File: config.mk
export PLATFORM = sky130hd
export DESIGN_NAME = pta_dir
export DESIGN_NICKNAME = d
export VERILOG_FILES = /design/src/hdl/pta_pkg.sv /design/src/hdl/pta_dir.sv
export SDC_FILE = /design/constraint.sdc
export NUM_CORES = 1
export LEC_CHECK = 0
export BUFFER_PORTS_ARGS = -buffer_cell sky130_fd_sc_hd__buf_2
export CAP_MARGIN = 20
export CORE_ASPECT_RATIO = 1.4
export CORE_MARGIN = 5
export CORE_UTILIZATION = 59
export DETAILED_ROUTE_END_ITERATION = 6
export PLACE_DENSITY = 0.75
export SLEW_MARGIN = 0
export SYNTH_ARGS = -nofsm -noshare
export SYNTH_HDL_FRONTEND = slang
export SYNTH_SLANG_ARGS = --single-unit
File: constraint.sdc
create_clock -name clk -period 2.05 [get_ports clk]
set_input_delay 0.205 -clock clk [delete_from_list [all_inputs] [get_ports clk]]
set_output_delay 0.205 -clock clk [all_outputs]
set_load 0.03 [all_outputs]
File: src/hdl/pta_pkg.sv
// Package for the page table allocator: sizes, command and status codes,
// and the request and entry types that pass between the controller and its memories.
// No dependencies.
package pta_pkg;

    localparam int PAGE_COUNT    = 64;
    localparam int PROCESS_COUNT = 64;
    localparam int VPAGES        = 64;

    localparam int CMD_W      = 2;
    localparam int PROC_W     = 6;
    localparam int PAGE_W     = 6;
    localparam int VPAGE_W    = 6;
    localparam int CNT_W      = 7;
    localparam int STATUS_W   = 2;
    localparam int MAP_W      = 64;
    localparam int STORE_AW   = PAGE_W + VPAGE_W;
    localparam int STORE_DEPTH = PAGE_COUNT * VPAGES;

    localparam logic [CMD_W-1:0] CMD_ALLOC    = 2'd0;
    localparam logic [CMD_W-1:0] CMD_LOOKUP   = 2'd1;
    localparam logic [CMD_W-1:0] CMD_READ_MAP = 2'd2;

    localparam logic [STATUS_W-1:0] ST_OK       = 2'd0;
    localparam logic [STATUS_W-1:0] ST_NO_TABLE = 2'd1;
    localparam logic [STATUS_W-1:0] ST_NO_DATA  = 2'd2;

    // One directory entry: table page and number of mapped virtual pages.
    typedef struct packed {
        logic [PAGE_W-1:0] table_page;
        logic [CNT_W-1:0]  fill;
    } dir_entry_t;

    typedef struct packed {
        logic              we;
        logic [PROC_W-1:0] waddr;
        dir_entry_t        wdata;
        logic [PROC_W-1:0] raddr;
    } dir_req_t;

    typedef struct packed {
        logic                we;
        logic [STORE_AW-1:0] waddr;
        logic [PAGE_W-1:0]   wdata;
        logic [STORE_AW-1:0] raddr;
    } store_req_t;

endpackage

File: src/hdl/pta_dir.sv
// Per-process directory memory: table page and fill count, registered read.
// Depends on pta_pkg.
module pta_dir (
    input  logic              clk,
    input  logic              rst_n,
    input  pta_pkg::dir_req_t req,
    output pta_pkg::dir_entry_t rdata
);
    import pta_pkg::*;

    dir_entry_t                 mem [PROCESS_COUNT];
    logic [PROCESS_COUNT-1:0]   valid_reg;
    dir_entry_t                 rd_data_reg;
    logic                       rd_valid_reg;

    always_ff @(posedge clk or negedge rst_n)
    begin
        if (!rst_n)
        begin
            valid_reg    <= '0;
            rd_valid_reg <= 1'b0;
        end
        else
        begin
            if (req.we)
                valid_reg[req.waddr] <= 1'b1;
            rd_valid_reg <= valid_reg[req.raddr];
        end
    end

    always_ff @(posedge clk)
    begin
        if (req.we)
            mem[req.waddr] <= req.wdata;
        rd_data_reg <= mem[req.raddr];
    end

    // An entry never written reads as no table.
    assign rdata = rd_valid_reg ? rd_data_reg : '0;

endmodule

==> report_table.html <==
<table>
<tr><th>Metric</th><th>Value</th></tr>
<tr><th colspan="2">STA</th></tr>
<tr><td>Fin. Hold Viols</td><td>0</td></tr>
<tr><td>Unrepaired setup endpoints after global routing</td><td>false</td></tr>
<tr><td>Count of pins over their slew limit</td><td>0</td></tr>
<tr><td>Transition at the pin with the smallest max-transition slack</td><td>between 1000 and 1500 ps</td></tr>
<tr><td>Final setup margin</td><td>76.3 ps</td></tr>
<tr><td>Max transition margin</td><td>0.221</td></tr>
<tr><td>Shortest period the worst path allows</td><td>1970 ps</td></tr>
<tr><td>Setup_tns</td><td>0 ps</td></tr>
<tr><td>Final clock period utilization by the worst path</td><td>0.963</td></tr>
<tr><td>Total of endpoints with negative setup slack in the final report</td><td>0</td></tr>
<tr><td>Final Skew</td><td>20.0 ps</td></tr>
<tr><td>Highest clock frequency the design can meet</td><td>507 MHz</td></tr>
<tr><th colspan="2">Floorplanning</th></tr>
<tr><td>Full die area</td><td>about 65000 sq um</td></tr>
<tr><td>Horizontal die dimension</td><td>around 220 microns</td></tr>
<tr><td>Starting density of the core</td><td>0.593</td></tr>
<tr><td>Area of the core</td><td>slightly below 60000 sq um</td></tr>
<tr><td>Die Height</td><td>299 microns</td></tr>
<tr><td>IO Pins</td><td>a little over 40</td></tr>
<tr><td>Row count</td><td>approximately 110</td></tr>
<tr><th colspan="2">Global route</th></tr>
<tr><td>Vias in the first global route</td><td>18500</td></tr>
<tr><td>Global-route usage over all layers</td><td>0.260</td></tr>
<tr><td>Global-route congestion overflow total</td><td>0</td></tr>
<tr><td>Global-route wire length before repair</td><td>123000 microns</td></tr>
<tr><td>Number of antenna violations at the first check in global routing</td><td>2</td></tr>
<tr><td>Maximum number of pins on one net before global-route repair</td><td>65</td></tr>
<tr><th colspan="2">Detailed routing</th></tr>
<tr><td>First-pass iteration count of the detailed router</td><td>5</td></tr>
<tr><td>Met2 wirelength from detailed routing</td><td>41700 microns</td></tr>
<tr><td>Detailed Route Iter0 Violations</td><td>approximately 2100</td></tr>
<tr><td>Final ANT Viol Nets</td><td>0</td></tr>
<tr><td>Final routed wire length divided by cell count</td><td>29.7 microns</td></tr>
<tr><td>Top layer reached by signal wires</td><td>met5</td></tr>
<tr><td>Count of vias placed by the detailed router</td><td>around 18000</td></tr>
<tr><td>Number of design rule violations left after detail routing</td><td>0</td></tr>
<tr><td>Total Wirelength</td><td>82500 microns</td></tr>
<tr><td>Wire length on met1</td><td>roughly 30000 microns</td></tr>
<tr><td>Routed wl met3</td><td>7540 microns</td></tr>
<tr><td>Via/cell ratio</td><td>6.48</td></tr>
<tr><th colspan="2">Critical path</th></tr>
<tr><td>Critical-path maximum fanout</td><td>1</td></tr>
<tr><td>Required time of the critical path</td><td>2530 ps</td></tr>
<tr><td>Worst Setup End Kind</td><td>flop</td></tr>
<tr><td>CP Launch Type</td><td>flop</td></tr>
<tr><td>Startpoint-to-endpoint class of the critical path</td><td>flop to flop</td></tr>
<tr><td>WP data arrival</td><td>2460 ps</td></tr>
<tr><th colspan="2">Outcome</th></tr>
<tr><td>Outcome</td><td>finished clean</td></tr>
<tr><th colspan="2">Place</th></tr>
<tr><td>Port Buffers</td><td>40</td></tr>
<tr><td>Post-detailed-placement half-perimeter wirelength</td><td>52000 microns</td></tr>
<tr><td>Pre-CTS setup slack</td><td>-238 ps</td></tr>
<tr><td>Final weighted congestion of routability-driven global placement</td><td>slightly below 0.9</td></tr>
<tr><th colspan="2">Synthesis</th></tr>
<tr><td>Ys async rst share</td><td>0.0714</td></tr>
<tr><td>Post-synth net total</td><td>1738</td></tr>
<tr><td>Number of enable-type register cells in the synthesized netlist</td><td>around 830</td></tr>
<tr><td>Total of warnings raised by yosys</td><td>0</td></tr>
<tr><td>Unique masters post-synth</td><td>40</td></tr>
<tr><td>Sequential cell area fraction in the yosys report</td><td>0.762</td></tr>
<tr><td>Top_reg_cell synth</td><td>sky130_fd_sc_hd__edfxtp_1</td></tr>
<tr><td>Netlist area before placement</td><td>about 35000 sq um</td></tr>
<tr><td>Yosys top cell by area</td><td>sky130_fd_sc_hd__edfxtp_1</td></tr>
<tr><td>Avg Synthesized Cell Area</td><td>20.6 sq um</td></tr>
<tr><td>Top-area cell type share of the netlist area</td><td>0.709</td></tr>
<tr><td>Number of synthesized register bits</td><td>between 900 and 1000</td></tr>
<tr><td>Instance count of the mapped netlist</td><td>1710</td></tr>
<tr><td>Top cells by area in the synthesized netlist</td><td>sky130_fd_sc_hd__edfxtp_1, sky130_fd_sc_hd__mux4_2, sky130_fd_sc_hd__dfrtp_1</td></tr>
<tr><th colspan="2">CTS</th></tr>
<tr><td>Largest buffer count on any clock path</td><td>3</td></tr>
<tr><td>Count of buffers added by post-CTS timing repair for setup</td><td>0</td></tr>
<tr><td>Clk sinks</td><td>910</td></tr>
<tr><td>Total number of H-tree levels</td><td>3</td></tr>
<tr><td>Clock input transition at the sequential cells of the worst setup and hold paths</td><td>roughly 60 ps</td></tr>
<tr><td>Clock latency of the later-clocked register in the worst-skew pair</td><td>between 600 and 700 ps</td></tr>
<tr><td>TritonCTS clock tree</td><td>built</td></tr>
<tr><td>Clk root buf</td><td>sky130_fd_sc_hd__clkbuf_16</td></tr>
<tr><td>Number of CTS-inserted buffers</td><td>78</td></tr>
<tr><th colspan="2">Cells and area</th></tr>
<tr><td>Leading cell type in the layout, fill and taps excluded</td><td>sky130_fd_sc_hd__edfxtp_1</td></tr>
<tr><td>Combined flip-flop and latch cell area</td><td>roughly 27000 sq um</td></tr>
<tr><td>Fill cells</td><td>3621</td></tr>
<tr><td>Area added between synthesis and finish</td><td>15.3%</td></tr>
<tr><td>Footprint of the multi-input gates</td><td>between 7000 and 8000 sq um</td></tr>
<tr><td>Number of nets in the layout</td><td>1991</td></tr>
<tr><td>Number of flip-flops under the largest register name</td><td>832</td></tr>
<tr><td>Most frequent cells in the layout</td><td>sky130_fd_sc_hd__edfxtp_1, sky130_fd_sc_hd__buf_4, sky130_fd_sc_hd__mux4_2</td></tr>
<tr><td>Fraction of layout instances using a drive strength above 1</td><td>0.317</td></tr>
<tr><th colspan="2">Pwr</th></tr>
<tr><td>Worst vdd ir</td><td>0.000819 V</td></tr>
<tr><td>P per Cell Area</td><td>about 940 nW/um^2</td></tr>
<tr><td>Leakage Power</td><td>13.9 nW</td></tr>
<tr><th colspan="2">Run</th></tr>
<tr><td>Max-cap violations</td><td>0</td></tr>
<tr><th colspan="2">Hold path</th></tr>
<tr><td>Worst Hold Class</td><td>input pin to flop</td></tr>
</table>
## repair_timing
item                                    in CTS  in global routing
hold buffers                                 1                  0
gates resized for setup                      0                  1
hold endpoints to repair                    49                  0
endpoints found under the setup margin       0                  1
## power breakdown
part | leakage, nW | switching (W) | total, W | internal (W)
Combinational | 4.22 | 0.00151 | 0.00270 | 0.00118
Clock | 1.25 | 0.00643 | 0.0148 | 0.00836
Sequential | 8.41 | 0.000184 | 0.0208 | 0.0206
## path summary, 6_finish.rpt
check / startpoint / end / slack, ps / cells past startpoint
worst max-delay path: mem[27][3]$_DFFE_PP_ / rd_data_reg[3]$_DFF_P_ / 80 / 6
worst min-delay path: req[9] / mem[47][3]$_DFFE_PP_ / 100 / 2
worst max register to register: mem[27][3]$_DFFE_PP_ / rd_data_reg[3]$_DFF_P_ / 80 / 6
worst min register to register: valid_reg[39]$_DFFE_PN0P_ / valid_reg[39]$_DFFE_PN0P_ / 470 / 1
max in group asynchronous: rst_n / valid_reg[21]$_DFFE_PN0P_ / 1110 / 3
min in group asynchronous: rst_n / valid_reg[54]$_DFFE_PN0P_ / 190 / 2
## per-layer routing
| layer | track usage | vias to the layer above |
|---|---|---|
| li1 | - | 7508 |
| met1 | 0.343 | 9345 |
| met2 | 0.427 | 986 |
| met3 | 0.0556 | 173 |
| met4 | 0.111 | 2 |
| met5 | 0 | - |
## metrics by stage
stage	cell area, sq um	hold slack, ps	utilization	cells	total power, W
after detailed placement	38100	342	0.641	2638	0.0239
final	40600	95.9	0.684	2782	0.0383
after CTS	40600	70.5	0.684	2781	0.0385
after global routing	40600	79.7	0.684	2781	0.0395
after global placement	38100	319	0.641	2638	0.0238
after floorplan	35200	-90.6	-	1710	0.0226
## kinds of logic after synthesis
group	Yosys count	share of synthesized area
AOI/OAI and AO/OA	129	0.0282
buffers and inverters	94	0.0173
DFF	910	0.762
muxes	317	0.155
and+or+nand+nor	260	0.0373
## area by class of cell
cell class | count | area share
Timing Repair Buffer | 265 | 0.0610
Inverter | 2 | 0.000185
Antenna cell | 1 | 0.0000616
Tap cell | 756 | 0.0233
Sequential cell | 910 | 0.661
Clock buffer | 95 | 0.0509
Clock inverter | 47 | 0.0119
Multi-Input combinational cell | 706 | 0.191
## synth_stat cells, types with 5 or more instances
| cell | n |
|---|---|
| sky130_fd_sc_hd__buf_12 | 6 |
| sky130_fd_sc_hd__o21a_1 | 9 |
| sky130_fd_sc_hd__buf_4 | 15 |
| sky130_fd_sc_hd__a221oi_1 | 45 |
| sky130_fd_sc_hd__mux2_2 | 19 |
| sky130_fd_sc_hd__nor2_1 | 89 |
| sky130_fd_sc_hd__buf_2 | 21 |
| sky130_fd_sc_hd__a31oi_1 | 5 |
| sky130_fd_sc_hd__a21oi_1 | 9 |
| sky130_fd_sc_hd__or2_2 | 65 |
| sky130_fd_sc_hd__o221ai_1 | 9 |
| sky130_fd_sc_hd__mux4_2 | 171 |
| sky130_fd_sc_hd__a211oi_1 | 9 |
| sky130_fd_sc_hd__and2_1 | 15 |
| sky130_fd_sc_hd__a22oi_1 | 33 |
| sky130_fd_sc_hd__nand4_1 | 11 |
| sky130_fd_sc_hd__o211ai_1 | 5 |
| sky130_fd_sc_hd__mux4_1 | 7 |
| sky130_fd_sc_hd__edfxtp_1 | 832 |
| sky130_fd_sc_hd__and4_1 | 5 |
| sky130_fd_sc_hd__dfrtp_1 | 65 |
| sky130_fd_sc_hd__clkbuf_1 | 37 |
| sky130_fd_sc_hd__nand3_1 | 5 |
| sky130_fd_sc_hd__nor2b_1 | 20 |
| sky130_fd_sc_hd__dfxtp_1 | 13 |
| sky130_fd_sc_hd__o21ai_0 | 5 |
| sky130_fd_sc_hd__nand2_1 | 40 |
| sky130_fd_sc_hd__mux2i_1 | 120 |
## critical path, stage by stage, from the launching register on
cell and delay [ps]:
sky130_fd_sc_hd__edfxtp_1 380, sky130_fd_sc_hd__mux4_2 510, sky130_fd_sc_hd__nor2_1 160, sky130_fd_sc_hd__a221oi_1 80, sky130_fd_sc_hd__buf_4 170, sky130_fd_sc_hd__o221ai_1 390
sky130_fd_sc_hd__a221oi_1 160
No activity file was read; power rests on OpenSTA's default activity.
