[config.mk]
export PLATFORM = sky130hd
export DESIGN_NAME = pta_ctrl_flat
export DESIGN_NICKNAME = d
export VERILOG_FILES = /design/src/hdl/pta_pkg.sv /design/src/hdl/pta_if.sv /design/src/hdl/pta_ctrl.sv /design/src/flat_wrapper.sv
export SDC_FILE = /design/constraint.sdc
export NUM_CORES = 1
export LEC_CHECK = 0
export BUFFER_PORTS_ARGS = -buffer_cell sky130_fd_sc_hd__buf_2
export CAP_MARGIN = 20
export CORE_ASPECT_RATIO = 0.8
export CORE_UTILIZATION = 56
export CTS_BUF_LIST = sky130_fd_sc_hd__clkbuf_4 sky130_fd_sc_hd__clkbuf_8
export CTS_CLUSTER_DIAMETER = 200
export DETAILED_ROUTE_END_ITERATION = 8
export PLACE_DENSITY = 0.82
export SYNTH_ARGS = -nofsm -noshare
export SYNTH_HDL_FRONTEND = slang
export SYNTH_SLANG_ARGS = --single-unit
export TNS_END_PERCENT = 1
[constraint.sdc]
create_clock -name clk -period 4.3 [get_ports clk]
set_input_delay 0.215 -clock clk [delete_from_list [all_inputs] [get_ports clk]]
set_output_delay 0.215 -clock clk [all_outputs]
set_load 0.1 [all_outputs]
[src/hdl/pta_pkg.sv]
// Package for the page table allocator: sizes, command and status codes,
// and the request and entry types that pass between the controller and its memories.
// No dependencies.
package pta_pkg;

    localparam int PAGE_COUNT    = 64;
    localparam int PROCESS_COUNT = 64;
    localparam int VPAGES        = 64;

    localparam int CMD_W      = 2;
    localparam int PROC_W     = 6;
    localparam int PAGE_W     = 6;
    localparam int VPAGE_W    = 6;
    localparam int CNT_W      = 7;
    localparam int STATUS_W   = 2;
    localparam int MAP_W      = 64;
    localparam int STORE_AW   = PAGE_W + VPAGE_W;
    localparam int STORE_DEPTH = PAGE_COUNT * VPAGES;

    localparam logic [CMD_W-1:0] CMD_ALLOC    = 2'd0;
    localparam logic [CMD_W-1:0] CMD_LOOKUP   = 2'd1;
    localparam logic [CMD_W-1:0] CMD_READ_MAP = 2'd2;

    localparam logic [STATUS_W-1:0] ST_OK       = 2'd0;
    localparam logic [STATUS_W-1:0] ST_NO_TABLE = 2'd1;
    localparam logic [STATUS_W-1:0] ST_NO_DATA  = 2'd2;

    // One directory entry: table page and number of mapped virtual pages.
    typedef struct packed {
        logic [PAGE_W-1:0] table_page;
        logic [CNT_W-1:0]  fill;
    } dir_entry_t;

    typedef struct packed {
        logic              we;
        logic [PROC_W-1:0] waddr;
        dir_entry_t        wdata;
        logic [PROC_W-1:0] raddr;
    } dir_req_t;

    typedef struct packed {
        logic                we;
        logic [STORE_AW-1:0] waddr;
        logic [PAGE_W-1:0]   wdata;
        logic [STORE_AW-1:0] raddr;
    } store_req_t;

endpackage

[src/hdl/pta_if.sv]
// Command and response channels of the page table allocator.
// Depends on pta_pkg for field widths.
interface pta_cmd_if;
    logic                         valid;
    logic                         ready;
    logic [pta_pkg::CMD_W-1:0]    command;
    logic [pta_pkg::PROC_W-1:0]   process;
    logic [pta_pkg::CNT_W-1:0]    pages_wanted;
    logic [pta_pkg::VPAGE_W-1:0]  virtual_page;

    modport source (output valid, command, process, pages_wanted, virtual_page, input ready);
    modport sink   (input valid, command, process, pages_wanted, virtual_page, output ready);
endinterface

interface pta_rsp_if;
    logic                          valid;
    logic                          ready;
    logic [pta_pkg::STATUS_W-1:0]  status;
    logic [pta_pkg::PAGE_W-1:0]    table_page;
    logic [pta_pkg::CNT_W-1:0]     pages_granted;
    logic                          mapped;
    logic [pta_pkg::PAGE_W-1:0]    physical_page;
    logic [pta_pkg::MAP_W-1:0]     free_map;

    modport source (output valid, status, table_page, pages_granted, mapped, physical_page,
                    free_map, input ready);
    modport sink   (input valid, status, table_page, pages_granted, mapped, physical_page,
                    free_map, output ready);
endinterface

[src/hdl/pta_ctrl.sv]
// Command sequencer: page allocation, directory and store access, result register.
// Depends on pta_pkg and the channel interfaces.
module pta_ctrl (
    input  logic                        clk,
    input  logic                        rst_n,
    pta_cmd_if.sink                     request,
    pta_rsp_if.source                   response,
    output pta_pkg::dir_req_t           dir_req,
    input  pta_pkg::dir_entry_t         dir_rdata,
    output pta_pkg::store_req_t         store_req,
    input  logic [pta_pkg::PAGE_W-1:0]  store_rdata
);
    import pta_pkg::*;

    localparam logic [2:0] S_IDLE       = 3'd0;
    localparam logic [2:0] S_ALLOC      = 3'd1;
    localparam logic [2:0] S_DIR_WAIT   = 3'd2;
    localparam logic [2:0] S_STORE_WAIT = 3'd3;
    localparam logic [2:0] S_FINISH     = 3'd4;

    localparam logic [CNT_W-1:0] PAGE_LIMIT  = CNT_W'(PAGE_COUNT);
    localparam logic [CNT_W-1:0] VPAGE_LIMIT = CNT_W'(VPAGES);

    logic [2:0]          state_reg, state_next;
    logic [CNT_W-1:0]    next_free_reg, next_free_next;
    logic                out_valid_reg, out_valid_next;

    logic [PROC_W-1:0]   process_reg, process_next;
    logic [VPAGE_W-1:0]  vpage_reg, vpage_next;
    logic [PAGE_W-1:0]   tp_reg, tp_next;
    logic [CNT_W-1:0]    target_reg, target_next;
    logic [CNT_W-1:0]    idx_reg, idx_next;

    logic [STATUS_W-1:0] res_status_reg, res_status_next;
    logic [PAGE_W-1:0]   res_table_reg, res_table_next;
    logic [CNT_W-1:0]    res_granted_reg, res_granted_next;
    logic                res_mapped_reg, res_mapped_next;
    logic [PAGE_W-1:0]   res_phys_reg, res_phys_next;
    logic [MAP_W-1:0]    res_map_reg, res_map_next;

    logic [STATUS_W-1:0] out_status_reg;
    logic [PAGE_W-1:0]   out_table_reg;
    logic [CNT_W-1:0]    out_granted_reg;
    logic                out_mapped_reg;
    logic [PAGE_W-1:0]   out_phys_reg;
    logic [MAP_W-1:0]    out_map_reg;

    logic                accept;
    logic                out_load;
    logic                pool_empty;
    logic [MAP_W-1:0]    map_now;

    assign request.ready = (state_reg == S_IDLE);
    assign accept        = request.valid && request.ready;
    assign pool_empty    = (next_free_reg == PAGE_LIMIT);

    // Pages are only ever taken lowest first and never returned, so the
    // allocated set is always pages below next_free.
    always_comb
    begin
        for (int p = 0; p < MAP_W; p++)
            map_now[p] = (p < PAGE_COUNT) && (CNT_W'(p) < next_free_reg);
    end

    always_comb
    begin
        state_next       = state_reg;
        next_free_next   = next_free_reg;
        process_next     = process_reg;
        vpage_next       = vpage_reg;
        tp_next          = tp_reg;
        target_next      = target_reg;
        idx_next         = idx_reg;
        res_status_next  = res_status_reg;
        res_table_next   = res_table_reg;
        res_granted_next = res_granted_reg;
        res_mapped_next  = res_mapped_reg;
        res_phys_next    = res_phys_reg;
        res_map_next     = res_map_reg;
        out_load         = 1'b0;
        out_valid_next   = out_valid_reg && !response.ready;

        dir_req       = '0;
        dir_req.raddr = request.process;
        store_req       = '0;
        store_req.raddr = {dir_rdata.table_page, vpage_reg};

        case (state_reg)
            S_IDLE:
            begin
                if (accept)
                begin
                    process_next     = request.process;
                    vpage_next       = request.virtual_page;
                    res_status_next  = ST_OK;
                    res_table_next   = '0;
                    res_granted_next = '0;
                    res_mapped_next  = 1'b0;
                    res_phys_next    = '0;
                    res_map_next     = '0;
                    case (request.command)
                        CMD_ALLOC:
                        begin
                            if (int'(request.process) >= PROCESS_COUNT || pool_empty)
                            begin
                                res_status_next = ST_NO_TABLE;
                                state_next      = S_FINISH;
                            end
                            else
                            begin
                                tp_next        = next_free_reg[PAGE_W-1:0];
                                res_table_next = next_free_reg[PAGE_W-1:0];
                                next_free_next = next_free_reg + 1'b1;
                                target_next    = (request.pages_wanted > VPAGE_LIMIT) ?
                                                 VPAGE_LIMIT : request.pages_wanted;
                                idx_next       = '0;
                                state_next     = S_ALLOC;
                            end
                        end
                        CMD_LOOKUP:
                            state_next = S_DIR_WAIT;
                        CMD_READ_MAP:
                        begin
                            res_map_next = map_now;
                            state_next   = S_FINISH;
                        end
                        default:
                            state_next = S_FINISH;
                    endcase
                end
            end

            S_ALLOC:
            begin
                if (idx_reg == target_reg || pool_empty)
                begin
                    if (idx_reg != target_reg)
                        res_status_next = ST_NO_DATA;
                    res_granted_next          = idx_reg;
                    dir_req.we                = 1'b1;
                    dir_req.waddr             = process_reg;
                    dir_req.wdata.table_page  = tp_reg;
                    dir_req.wdata.fill        = idx_reg;
                    state_next                = S_FINISH;
                end
                else
                begin
                    // Map virtual page idx to the lowest free page.
                    store_req.we    = 1'b1;
                    store_req.waddr = {tp_reg, idx_reg[VPAGE_W-1:0]};
                    store_req.wdata = next_free_reg[PAGE_W-1:0];
                    next_free_next  = next_free_reg + 1'b1;
                    idx_next        = idx_reg + 1'b1;
                end
            end

            S_DIR_WAIT:
            begin
                // Entries at or beyond the fill count were never written: unmapped.
                if (int'(process_reg) < PROCESS_COUNT && dir_rdata.table_page != '0 &&
                    {1'b0, vpage_reg} < dir_rdata.fill)
                    state_next = S_STORE_WAIT;
                else
                    state_next = S_FINISH;
            end

            S_STORE_WAIT:
            begin
                res_phys_next   = store_rdata;
                res_mapped_next = (store_rdata != '0);
                state_next      = S_FINISH;
            end

            S_FINISH:
            begin
                if (!out_valid_reg || response.ready)
                begin
                    out_load       = 1'b1;
                    out_valid_next = 1'b1;
                    state_next     = S_IDLE;
                end
            end

            default:
                state_next = S_IDLE;
        endcase
    end

    always_ff @(posedge clk or negedge rst_n)
    begin
        if (!rst_n)
        begin
            state_reg     <= S_IDLE;
            next_free_reg <= CNT_W'(1);
            out_valid_reg <= 1'b0;
        end
        else
        begin
            state_reg     <= state_next;
            next_free_reg <= next_free_next;
            out_valid_reg <= out_valid_next;
        end
    end

    always_ff @(posedge clk)
    begin
        process_reg     <= process_next;
        vpage_reg       <= vpage_next;
        tp_reg          <= tp_next;
        target_reg      <= target_next;
        idx_reg         <= idx_next;
        res_status_reg  <= res_status_next;
        res_table_reg   <= res_table_next;
        res_granted_reg <= res_granted_next;
        res_mapped_reg  <= res_mapped_next;
        res_phys_reg    <= res_phys_next;
        res_map_reg     <= res_map_next;
        if (out_load)
        begin
            out_status_reg  <= res_status_reg;
            out_table_reg   <= res_table_reg;
            out_granted_reg <= res_granted_reg;
            out_mapped_reg  <= res_mapped_reg;
            out_phys_reg    <= res_phys_reg;
            out_map_reg     <= res_map_reg;
        end
    end

    assign response.valid         = out_valid_reg;
    assign response.status        = out_status_reg;
    assign response.table_page    = out_table_reg;
    assign response.pages_granted = out_granted_reg;
    assign response.mapped        = out_mapped_reg;
    assign response.physical_page = out_phys_reg;
    assign response.free_map      = out_map_reg;

endmodule

[src/flat_wrapper.sv]
// flat-port wrapper written by rule: the top's interface ports become plain ports
module pta_ctrl_flat import pta_pkg::*;
  (clk, rst_n, dir_req, dir_rdata, store_req, store_rdata, request_valid, request_command, request_process, request_pages_wanted, request_virtual_page, request_ready, response_valid, response_status, response_table_page, response_pages_granted, response_mapped, response_physical_page, response_free_map, response_ready);
  pta_cmd_if request_i ();
  pta_rsp_if response_i ();
  input  logic clk;
  input  logic rst_n;
  output pta_pkg::dir_req_t dir_req;
  input  pta_pkg::dir_entry_t dir_rdata;
  output pta_pkg::store_req_t store_req;
  input  logic [pta_pkg::PAGE_W-1:0] store_rdata;
  input wire logic [$bits(request_i.valid)-1:0] request_valid;
  input wire logic [$bits(request_i.command)-1:0] request_command;
  input wire logic [$bits(request_i.process)-1:0] request_process;
  input wire logic [$bits(request_i.pages_wanted)-1:0] request_pages_wanted;
  input wire logic [$bits(request_i.virtual_page)-1:0] request_virtual_page;
  output wire logic [$bits(request_i.ready)-1:0] request_ready;
  output wire logic [$bits(response_i.valid)-1:0] response_valid;
  output wire logic [$bits(response_i.status)-1:0] response_status;
  output wire logic [$bits(response_i.table_page)-1:0] response_table_page;
  output wire logic [$bits(response_i.pages_granted)-1:0] response_pages_granted;
  output wire logic [$bits(response_i.mapped)-1:0] response_mapped;
  output wire logic [$bits(response_i.physical_page)-1:0] response_physical_page;
  output wire logic [$bits(response_i.free_map)-1:0] response_free_map;
  input wire logic [$bits(response_i.ready)-1:0] response_ready;
  assign request_i.valid = request_valid;
  assign request_i.command = request_command;
  assign request_i.process = request_process;
  assign request_i.pages_wanted = request_pages_wanted;
  assign request_i.virtual_page = request_virtual_page;
  assign request_ready = request_i.ready;
  assign response_valid = response_i.valid;
  assign response_status = response_i.status;
  assign response_table_page = response_i.table_page;
  assign response_pages_granted = response_i.pages_granted;
  assign response_mapped = response_i.mapped;
  assign response_physical_page = response_i.physical_page;
  assign response_free_map = response_i.free_map;
  assign response_i.ready = response_ready;
  pta_ctrl u_core (.clk(clk), .rst_n(rst_n), .request(request_i), .response(response_i), .dir_req(dir_req), .dir_rdata(dir_rdata), .store_req(store_req), .store_rdata(store_rdata));
endmodule
==> results of run 1 <==
-- synth_stat cells, drive strengths merged (2+ instances only) --
cell    count
o21ai      13
or3         2
and3       14
nor4        5
nor3       11
nand3       8
nand2b      7
xnor2       7
nor2b       7
a31oi       2
clkbuf     14
inv        17
a211oi      2
dfrtp      10
edfxtp    204
nand2      21
xor2       11
o211ai      2
ha          8
and2       46
buf        17
o21bai      2
nor2       24
a21oi      53
-- stage by stage --
| stage | cell area, um^2 | instances |
|---|---|---|
| after floorplan | 8220 | 523 |
| after global placement | 9280 | 870 |
| after detailed placement | 9280 | 870 |
| after CTS | 10000 | 942 |
| after global routing | 10100 | 945 |
| final | 10100 | 945 |
-- what timing repair did --
item,CTS,global route
endpoints found under the hold margin,24,0
hold buffers,14,0
buffers inserted,0,0
setup endpoints to repair,0,0
-- report_power, final --
| part | internal (mW) | switching, mW |
|---|---|---|
| clock | 0.859 | 0.725 |
| combinational | 0.479 | 2.69 |
| sequential | 3.06 | 0.327 |
| total | 4.40 | 3.74 |
-- kinds of logic after synthesis --
group                    count (synthesis)  synth area share, %
AO/OA/AOI/OAI                           80                 5.37
XOR/XNOR                                18                 1.92
adder cells (fa/ha/maj)                  8                 1.22
buffers and inverters                   49                 2.85
flip-flops                             215                 77.9
multiplexers                             1                0.183
AND/OR/NAND/NOR                        152                 10.6
-- final cells by class --
cell class | count | share of cell area (%)
sequential | 215 | 63.4
multi-input combinational | 259 | 15.7
timing repair buffer | 211 | 11.7
clock buffer | 46 | 5.65
tap | 184 | 2.28
inverter | 18 | 0.681
clock inverter | 12 | 0.533
-- path summary, 6_finish.rpt --
| kind | from | depth (start not counted) | to | slack, ns |
|---|---|---|---|---|
| max in group asynchronous | rst_n | 2 | u_core.next_free_reg[0] | 3.85 |
| worst max-delay path | u_core.next_free_reg[0] | 8 | store_req[16] | 0.69 |
| worst max register to register | u_core.next_free_reg[0] | 8 | u_core.idx_reg[2] | 1.25 |
| worst min register to register | u_core.res_map_reg[24] | 0 | u_core.response.free_map[24] | 0.42 |
| worst min-delay path | request_pages_wanted[1] | 2 | u_core.target_reg[1] | 0.02 |
| min in group asynchronous | rst_n | 2 | u_core.state_reg[0] | 0.17 |
-- layout by cell type (no fill, tap or decap), types with 10 or more instances in the layout --
cell type / netlist / layout
edfxtp_1: 204 / 204
buf_2: 4 / 188
a21oi_1: 53 / 53
and2_1: 46 / 46
clkbuf_8: 0 / 36
nor2_1: 22 / 22
nand2_1: 19 / 19
inv_1: 16 / 15
dlygate4sd3_1: 0 / 14
and3_1: 14 / 13
xor2_1: 11 / 11
nor3_1: 11 / 11
o21ai_0: 10 / 10
clkbuf_4: 0 / 10
dfrtp_1: 10 / 10
-- worst register-to-register path: stages (launching register included) --
cell and delay, ns:
dfstp_2 0.64, inv_1 0.16, ha_1 0.23, and4bb_1 0.22, and2_1 0.24, nor4_4 0.62, buf_4 0.31, nor2_2 0.09
inv_1 0.22
-- routing by layer --
metal | wire length [um] | up-vias | part of all wire, %
li1 | - | 2343 | -
met2 | 8210 | 244 | 49
met3 | 1360 | 26 | 8.1
met4 | 321 | 0 | 1.9
met1 | 6910 | 2466 | 41
met5 | 0 | - | 0
==> key figures, run 1 <==
Clock network
  – Cts bufs inserted: 34
  – CTS tree: built
  – Clock root cell: clkbuf_8
  – Longest Clk Path Bufs: 3
  – Worst skew pair latency: 0.49 ns
  – PostCTS Resize Cnt: 0
  – Clock slew at reported path FFs: 0.07 ns
  – Clk sink count: 215
  – H-tree depth: 2

Worst setup path
  – Arr. time, crit path: 3.40 ns
  – Crit path cell chain: inv_1, ha_1, and4bb_1, and2_1, a211oi_2, buf_4, and2_1, buf_2
  – Slowest stage cell, crit path: dfstp_2
  – Startpoint Class: register
  – Largest delay share family, worst path: buffers and inverters
  – Largest stage delay, worst path: 0.64 ns
  – Crit path capture type: output pin
  – Buf/Inv on CP: 3
  – Path type of the worst setup path: reg -> out
  – Max FO, Critical Path: 12
  – Worst EP required: 4.09 ns
  – Cell mode on critical path: and2_1

Layout
  – Multi-input logic area: 1590 um^2
  – NumNets Final: 791
  – Sequential Area: 6400 um^2
  – Layout cells sized above 1: 34.6%
  – N_diodes: 0
  – Final core occ: 70.6%
  – Fill cells: 955
  – Synth-to-layout area growth: 22.9%

Synthesis
  – Yosys top cell area share: 74.5%
  – Most used DFF post-synth: edfxtp_1
  – Register area share after synthesis: 77.9%
  – Ys Warns: 0
  – Post-synthesis cell count: 523
  – Post-synth ARST share: 5.12%
  – Mapped Area: 8220 um^2
  – Synth area leaders: edfxtp_1 (75%), and2_1 (3.5%), a21oi_1 (3.2%)
  – Top cell type by total area after synthesis: edfxtp_1
  – Syn Nets: 575
  – Post-synth EDFFs: 204
  – Yosys reg bits: 215
  – Syn Area/Cell: 15.7 um^2
  – Netlist cell types: 50

GRT
  – Gr busiest metal: met2
  – Met2 GRT Util: 36.1%
  – Total GRT Usage: 22.7%
  – M1 GR Usage: 30.9%
  – Gr ovfl total: 0
  – Met3 Use GR: 4.85%
  – Vias in the first global route: 4973
  – Initial antenna violation count: 0
  – Largest net degree at the start of global routing: 87
  – First-pass GRT wire length: 25.5 mm

Timing
  – Fin crit share: 84.0%
  – Slew headroom: 29.0%
  – Final-report setup violation count: 0
  – Setup WS post-layout: 0.687 ns
  – Minimum clock period: 3.61 ns
  – Worst clock skew: 0.0215 ns
  – Fin. max-slew vios: 0
  – Worst-Margin Slew: 1.06 ns
  – Final setup TNS: 0 ns
  – RSZ-0062 raised after global routing: false
  – Worst Hold Margin: 0.0224 ns
  – Fmax: 277 MHz
  – Final Hold Fails: 0

Detailed routing
  – Final WL: 16.8 mm
  – Router iterations before antenna repair: 5
  – WL/cell: 17.8 um
  – Drt via density: 5.37
  – 1st-iter DRT viols: 394
  – Via count: 5079
  – ANT nets after route: 0
  – DRC: 0

Pwr
  – VDD IR max: 420 uV
  – Total power: 8.14 mW
  – Power per Cell Area: 806 nW/um^2
  – Leak: 4.14 nW

Placement
  – HPWL Detailed: 11.2 mm
  – Port bufs: 188
  – Place WS: 1.23 ns
  – Placer Congestion: 0.814

Status
  – Outcome: finished clean

Floorplanning
  – Die Ht: 110 um
  – Die span in x: 137 um
  – # IOs: 189
  – Core footprint: 14300 um^2
  – Row cnt: 39
  – Die area: 15200 um^2
  – Initial Util: 57.5%

Min path
  – Min-Delay Path Class: in -> reg

Run
  – Max-Cap Viols: 0
Power figures use the tool's default switching activity.
==> run 2: changes to the inputs <==
clock period = 3.37 ns   (was 4.3 ns; I/O delays follow)
==> key figures, run 2 (synthesis results as in run 1) <==
Timing
  – Setup WS post-layout: 0.328 ns
  – RSZ-0062 raised after global routing: false
  – Final-report setup violation count: 0
  – Slew headroom: 27.9%
  – Worst-Margin Slew: 1.08 ns
  – Worst Hold Margin: 0.0510 ns
  – Fmax: 329 MHz
  – Minimum clock period: 3.04 ns
  – Fin crit share: 90.3%
  – Final Hold Fails: 0
  – Fin. max-slew vios: 0
  – Worst clock skew: 0.0156 ns

Detailed routing
  – Via count: 5171
  – Router iterations before antenna repair: 5
  – 1st-iter DRT viols: 434
  – Final WL: 17.6 mm
  – DRC: 0
  – ANT nets after route: 0
  – WL/cell: 18.3 um
  – Drt via density: 5.36

Worst setup path
  – Slowest stage cell, crit path: edfxtp_1
  – Crit path cell chain: xor2_1, nor3_1, nand2_1, a21oi_1, buf_4, and2_1, buf_2
  – Startpoint Class: register
  – Largest stage delay, worst path: 0.51 ns
  – Largest delay share family, worst path: simple AND/OR/NAND/NOR gates
  – Critical path depth: 7
  – R2R depth: 9
  – Max FO, Critical Path: 20
  – R2r startpoint: u_core.next_free_reg[0]
  – Path type of the worst setup path: reg -> out
  – Buf/Inv on CP: 2
  – Worst EP required: 3.20 ns
  – Arr. time, crit path: 2.87 ns
  – Crit path capture type: output pin
  – Worst Setup SP: u_core.idx_reg[3]

Layout
  – Most common cell after layout, fill and taps aside: edfxtp_1
  – Synth-to-layout area growth: 28.2%
  – Fill cells: 884
  – Post-route design area: 10500 um^2
  – Most frequent cells in the layout: edfxtp_1 (204), buf_2 (172), a21oi_1 (53)
  – N_diodes: 0
  – Layout cells sized above 1: 35.0%
  – Non-filler cells, final: 964
  – NumNets Final: 806

Pwr
  – Power per Cell Area: 1020 nW/um^2
  – Clk pwr share: 20.2%
  – Leak: 4.29 nW
  – Register share of total power: 39.8%
  – Total power: 10.8 mW
  – Internal Power: 5.93 mW
  – Switching power total: 4.85 mW
  – Switching Fraction: 45.0%
  – VDD IR max: 599 uV
  – Comb power frac: 40.0%

GRT
  – Vias in the first global route: 5055
  – Total GRT Usage: 24.0%
  – Largest net degree at the start of global routing: 87
  – Initial antenna violation count: 0
  – First-pass GRT wire length: 26.4 mm
  – Gr ovfl total: 0

Placement
  – Placer Congestion: 0.831
  – Dpl cell area: 9560 um^2
  – Placed instance count: 874
  – HPWL Detailed: 11.7 mm
  – Place WS: 0.839 ns
  – Port bufs: 188

Clock network
  – Longest Clk Path Bufs: 3
  – Clk sink count: 215
  – Clock root cell: clkbuf_8
  – CTS tree: built
  – Clock slew at reported path FFs: 0.07 ns
  – PostCTS Resize Cnt: 0
  – H-tree depth: 2
  – Cts bufs inserted: 35
  – Setup repair bufs after CTS: 0
  – Worst skew pair latency: 0.50 ns

Floorplanning
  – Core footprint: 14300 um^2
  – Die span in x: 137 um
  – Initial Util: 57.5%
  – # IOs: 189
  – Die Ht: 110 um
  – Die area: 15200 um^2
  – Row cnt: 39

Min path
  – WHS Path Cells: 3
  – Min-Delay Path Class: in -> reg
  – Min-delay src: response_ready

Status
  – Outcome: finished clean

Run
  – Max-Cap Viols: 0
[run 2: cell types whose count changed in the layout (fill, tap and decap cells not counted), sizes merged]
cell	delta
clkbuf	+8
clkinv	-4
buf	+3
dlygate4sd3	+12
[run 2: power by group through the flow]
stage               sequential (mW)  clock (mW)  combinational (mW)
floorplan                      6.05           0                1.53
detailed placement             4.34           0                4.24
CTS                            4.29        2.21                4.27
finish                         4.29        2.18                4.31
global placement               4.30           0                4.18
global route                   4.36        2.34                4.48
[run 2: through the flow]
step	setup TNS, ns	utilization (%)
4_1_cts	0	73.5
3_5_place_dp	0	66.9
3_3_place_gp	0	66.9
6_report	0	73.7
2_1_floorplan	-15.19	-
5_1_grt	0	73.7
[run 2: final timing paths]
| kind | slack [ns] | endpoint |
|---|---|---|
| setup / recovery | 0.33 | dir_req[16] |
| hold / removal | 0.05 | u_core.response.valid |
| setup reg to reg | 0.81 | u_core.res_granted_reg[3] |
| hold reg to reg | 0.42 | u_core.response.free_map[16] |
| max in group asynchronous | 2.99 | u_core.next_free_reg[0] |
| min in group asynchronous | 0.10 | u_core.next_free_reg[1] |
[run 2: timing repair]
| item | CTS | global route |
|---|---|---|
| hold buffers | 26 | 0 |
| endpoints found under the hold margin | 36 | 0 |
| setup endpoints to repair | 0 | 0 |
[run 2: worst min-delay path: stages]
cell,delay (ns)
buf_2,0.08
nand2b_1,0.16
nand2_1,0.08
[run 2: metal layers]
metal,share of wire (%),track usage (%),vias to the layer above
met3,7.4,4.62,33
met1,41,32.3,2510
li1,-,-,2381
met2,49,39.0,247
met4,2.3,9.42,0
met5,0,0,-
[run 2: final cells by class]
cell class	count	area [um^2]	share of cell area, %
Clock buffer	55	657	6.23
Clock inverter	8	37.5	0.356
Inverter	18	68.8	0.653
Multi-Input combinational cell	259	1590	15.1
Sequential cell	215	6400	60.7
Tap cell	184	230	2.18
Timing Repair Buffer	225	1560	14.8
==> run 3: changes to the inputs <==
ABC_AREA = 1   (was unset)
CORE_MARGIN = 5   (was unset)
REMOVE_ABC_BUFFERS = 1   (was unset)
==> key figures, run 3 <==
Worst setup path
  – Worst EP required: 3.20 ns
  – Largest stage delay, worst path: 0.61 ns
  – Startpoint Class: register
  – Cell mode on critical path: inv_1
  – Reg2Reg Setup Slack: 0.74 ns
  – Crit path cell chain: inv_1, ha_1, inv_1, nor2_2, nand3_2, nand3_1, buf_4, nor2_1, buf_2
  – Path type of the worst setup path: reg -> out
  – Crit path capture type: output pin
  – Slowest stage cell, crit path: dfstp_2
  – Arr. time, crit path: 2.91 ns
  – Max FO, Critical Path: 16

Timing
  – Fin. max-slew vios: 0
  – Fmax: 325 MHz
  – RSZ-0062 raised after global routing: false
  – Final-report setup violation count: 0
  – Fin crit share: 91.4%
  – Worst-Margin Slew: 0.953 ns
  – Minimum clock period: 3.08 ns
  – Slew headroom: 35.8%
  – Final Hold Fails: 0
  – Worst clock skew: 0.0136 ns

Floorplanning
  – Core footprint: 14900 um^2
  – Die Ht: 120 um
  – Initial Util: 56.6%
  – # IOs: 189
  – Die area: 17600 um^2
  – Die span in x: 147 um
  – Row cnt: 40

Layout
  – Multi-input logic area: 1510 um^2
  – Layout cells sized above 1: 29.1%
  – Fill cells: 1007
  – Most common cell after layout, fill and taps aside: edfxtp_1
  – Most frequent cells in the layout: edfxtp_1 (204), buf_2 (188), nor2_1 (99)
  – Final core occ: 70.4%
  – Sequential Area: 6400 um^2
  – Synth-to-layout area growth: 24.5%
  – NumNets Final: 940
  – Non-filler cells, final: 1101

Synthesis
  – Post-synthesis mux area share: 0%
  – Post-Synth XOR/XNOR Area: 0.312%
  – Top-count cell post-synth: edfxtp_1
  – Synth cell count leaders: edfxtp_1 (204), nor2_1 (100), inv_1 (94), nand2_1 (81), a21oi_1 (45)
  – Ys Warns: 0
  – Post-synth EDFFs: 204
  – Yosys top cell area share: 72.8%
  – Adder-cell area share of the yosys netlist: 1.19%
  – Post-synthesis cell count: 646
  – Syn Area/Cell: 13.0 um^2
  – Most used DFF post-synth: edfxtp_1
  – Complex-gate fraction of the synthesized area: 4.74%
  – Mapped Area: 8410 um^2
  – Top cell type by total area after synthesis: edfxtp_1
  – Post-synth ARST share: 5.12%
  – Synth area leaders: edfxtp_1 (73%), nor2_1 (4.5%), inv_1 (4.2%)
  – Main combinational cell family by area after synthesis: simple AND/OR/NAND/NOR gates
  – Synth Area in Simple Gates: 11.5%
  – Yosys reg bits: 215
  – Netlist cell types: 35
  – Register area share after synthesis: 76.1%

Clock network
  – Worst skew pair latency: 0.55 ns
  – CTS tree: built
  – Clk sink count: 215
  – Longest Clk Path Bufs: 3
  – Cts bufs inserted: 31
  – Clock root cell: clkbuf_8
  – H-tree depth: 1
  – Clock slew at reported path FFs: 0.06 ns

Placement
  – Placer Congestion: 0.886
  – Port bufs: 188
  – Placed instance count: 1012
  – HPWL Detailed: 12.8 mm

Detailed routing
  – Router iterations before antenna repair: 4
  – 1st-iter DRT viols: 527
  – DRC: 0
  – ANT nets after route: 0
  – Final WL: 18.7 mm
  – Via count: 5664
  – Drt via density: 5.14
  – WL/cell: 17.0 um

GRT
  – Initial antenna violation count: 0
  – Met3 Use GR: 4.76%
  – Gr ovfl total: 0
  – Vias in the first global route: 5577
  – Total GRT Usage: 20.9%
  – Met2 GRT Util: 33.0%
  – First-pass GRT wire length: 29.2 mm
  – Largest net degree at the start of global routing: 51
  – M1 GR Usage: 29.0%
  – Gr busiest metal: met2

Run
  – Max-Cap Viols: 0

Min path
  – Min-Delay Path Class: in -> reg

Pwr
  – VDD IR max: 481 uV
  – Power per Cell Area: 1020 nW/um^2
  – Leak: 4.62 nW

Status
  – Outcome: finished clean
run 3: cell types whose count changed in the layout (fill, tap and decap cells not counted), sizes merged, moves of 11 or more:
cell    previous run  this run
clkbuf            55        44
nand2             21        84
and2              46         0
nor2              24       105
inv               16        98
and3              14         0
run 3: logic make-up (layout without fill, tap and decap cells):
family	count (synthesis)	after routing
AOI/OAI and AO/OA	74	74
xor gates and xnor gates	3	3
adders and majority gates	8	8
buffers and inverters	120	385
DFF	215	215
other	0	1
and+or+nand+nor	226	226
run 3: path summary, 6_finish.rpt:
path                                              start                           end  depth (start not counted)
worst max-delay path            u_core.next_free_reg[0]                 store_req[24]                          9
worst min-delay path                 request_command[0]           u_core.state_reg[1]                          5
worst max register to register  u_core.next_free_reg[3]     u_core.res_granted_reg[3]                          8
worst min register to register   u_core.res_map_reg[15]  u_core.response.free_map[15]                          0
max in group asynchronous                         rst_n         u_core.response.valid                          4
min in group asynchronous                         rst_n       u_core.next_free_reg[3]                          3
run 3: final cells by class:
cell class	instances	share of cell area, %
Sequential cell	215	61.1
Timing Repair Buffer	231	13.1
Tap cell	189	2.26
Clock buffer	44	5.01
Inverter	98	3.54
Clock inverter	12	0.526
Multi-Input combinational cell	311	14.4
Antenna cell	1	0.0239
run 3: report_power, final:
part           internal [mW]  switching (mW)  leakage [nW]
Clock                   1.00           0.902         0.311
Combinational          0.610            3.92          2.23
Sequential              3.97           0.296          2.08
run 3: metal layers:
layer	part of all wire, %	wire (um)
met1	42	7890
met2	48	8930
met3	7.4	1400
met4	2.8	525
met5	0	0
run 3: worst max-delay path, delay by kind of cell, from the launching register on:
kind,cells,cell delay (ns)
flops,1,0.61
buf+inv,4,0.96
simple gates,4,0.58
fa+ha+maj,1,0.21
run 3: what timing repair did:
action	CTS	global route
endpoints found under the hold margin	39	0
hold buffers	32	0
setup buffers	0	0
gates resized for setup	0	0
run 3: per-stage QoR:
stage	hold WS, ns	setup slack [ns]	setup TNS, ns	power [mW]	instance area (um^2)
after floorplan	-0.127	-2.21	-345.32	7.86	8270
after global placement	0.0599	0.964	0	8.72	9570
after detailed placement	0.0616	0.777	0	8.80	9570
after CTS	0.0160	0.293	0	10.7	10500
after global routing	0.0589	0.107	0	11.1	10500
final	0.0560	0.290	0	10.7	10500
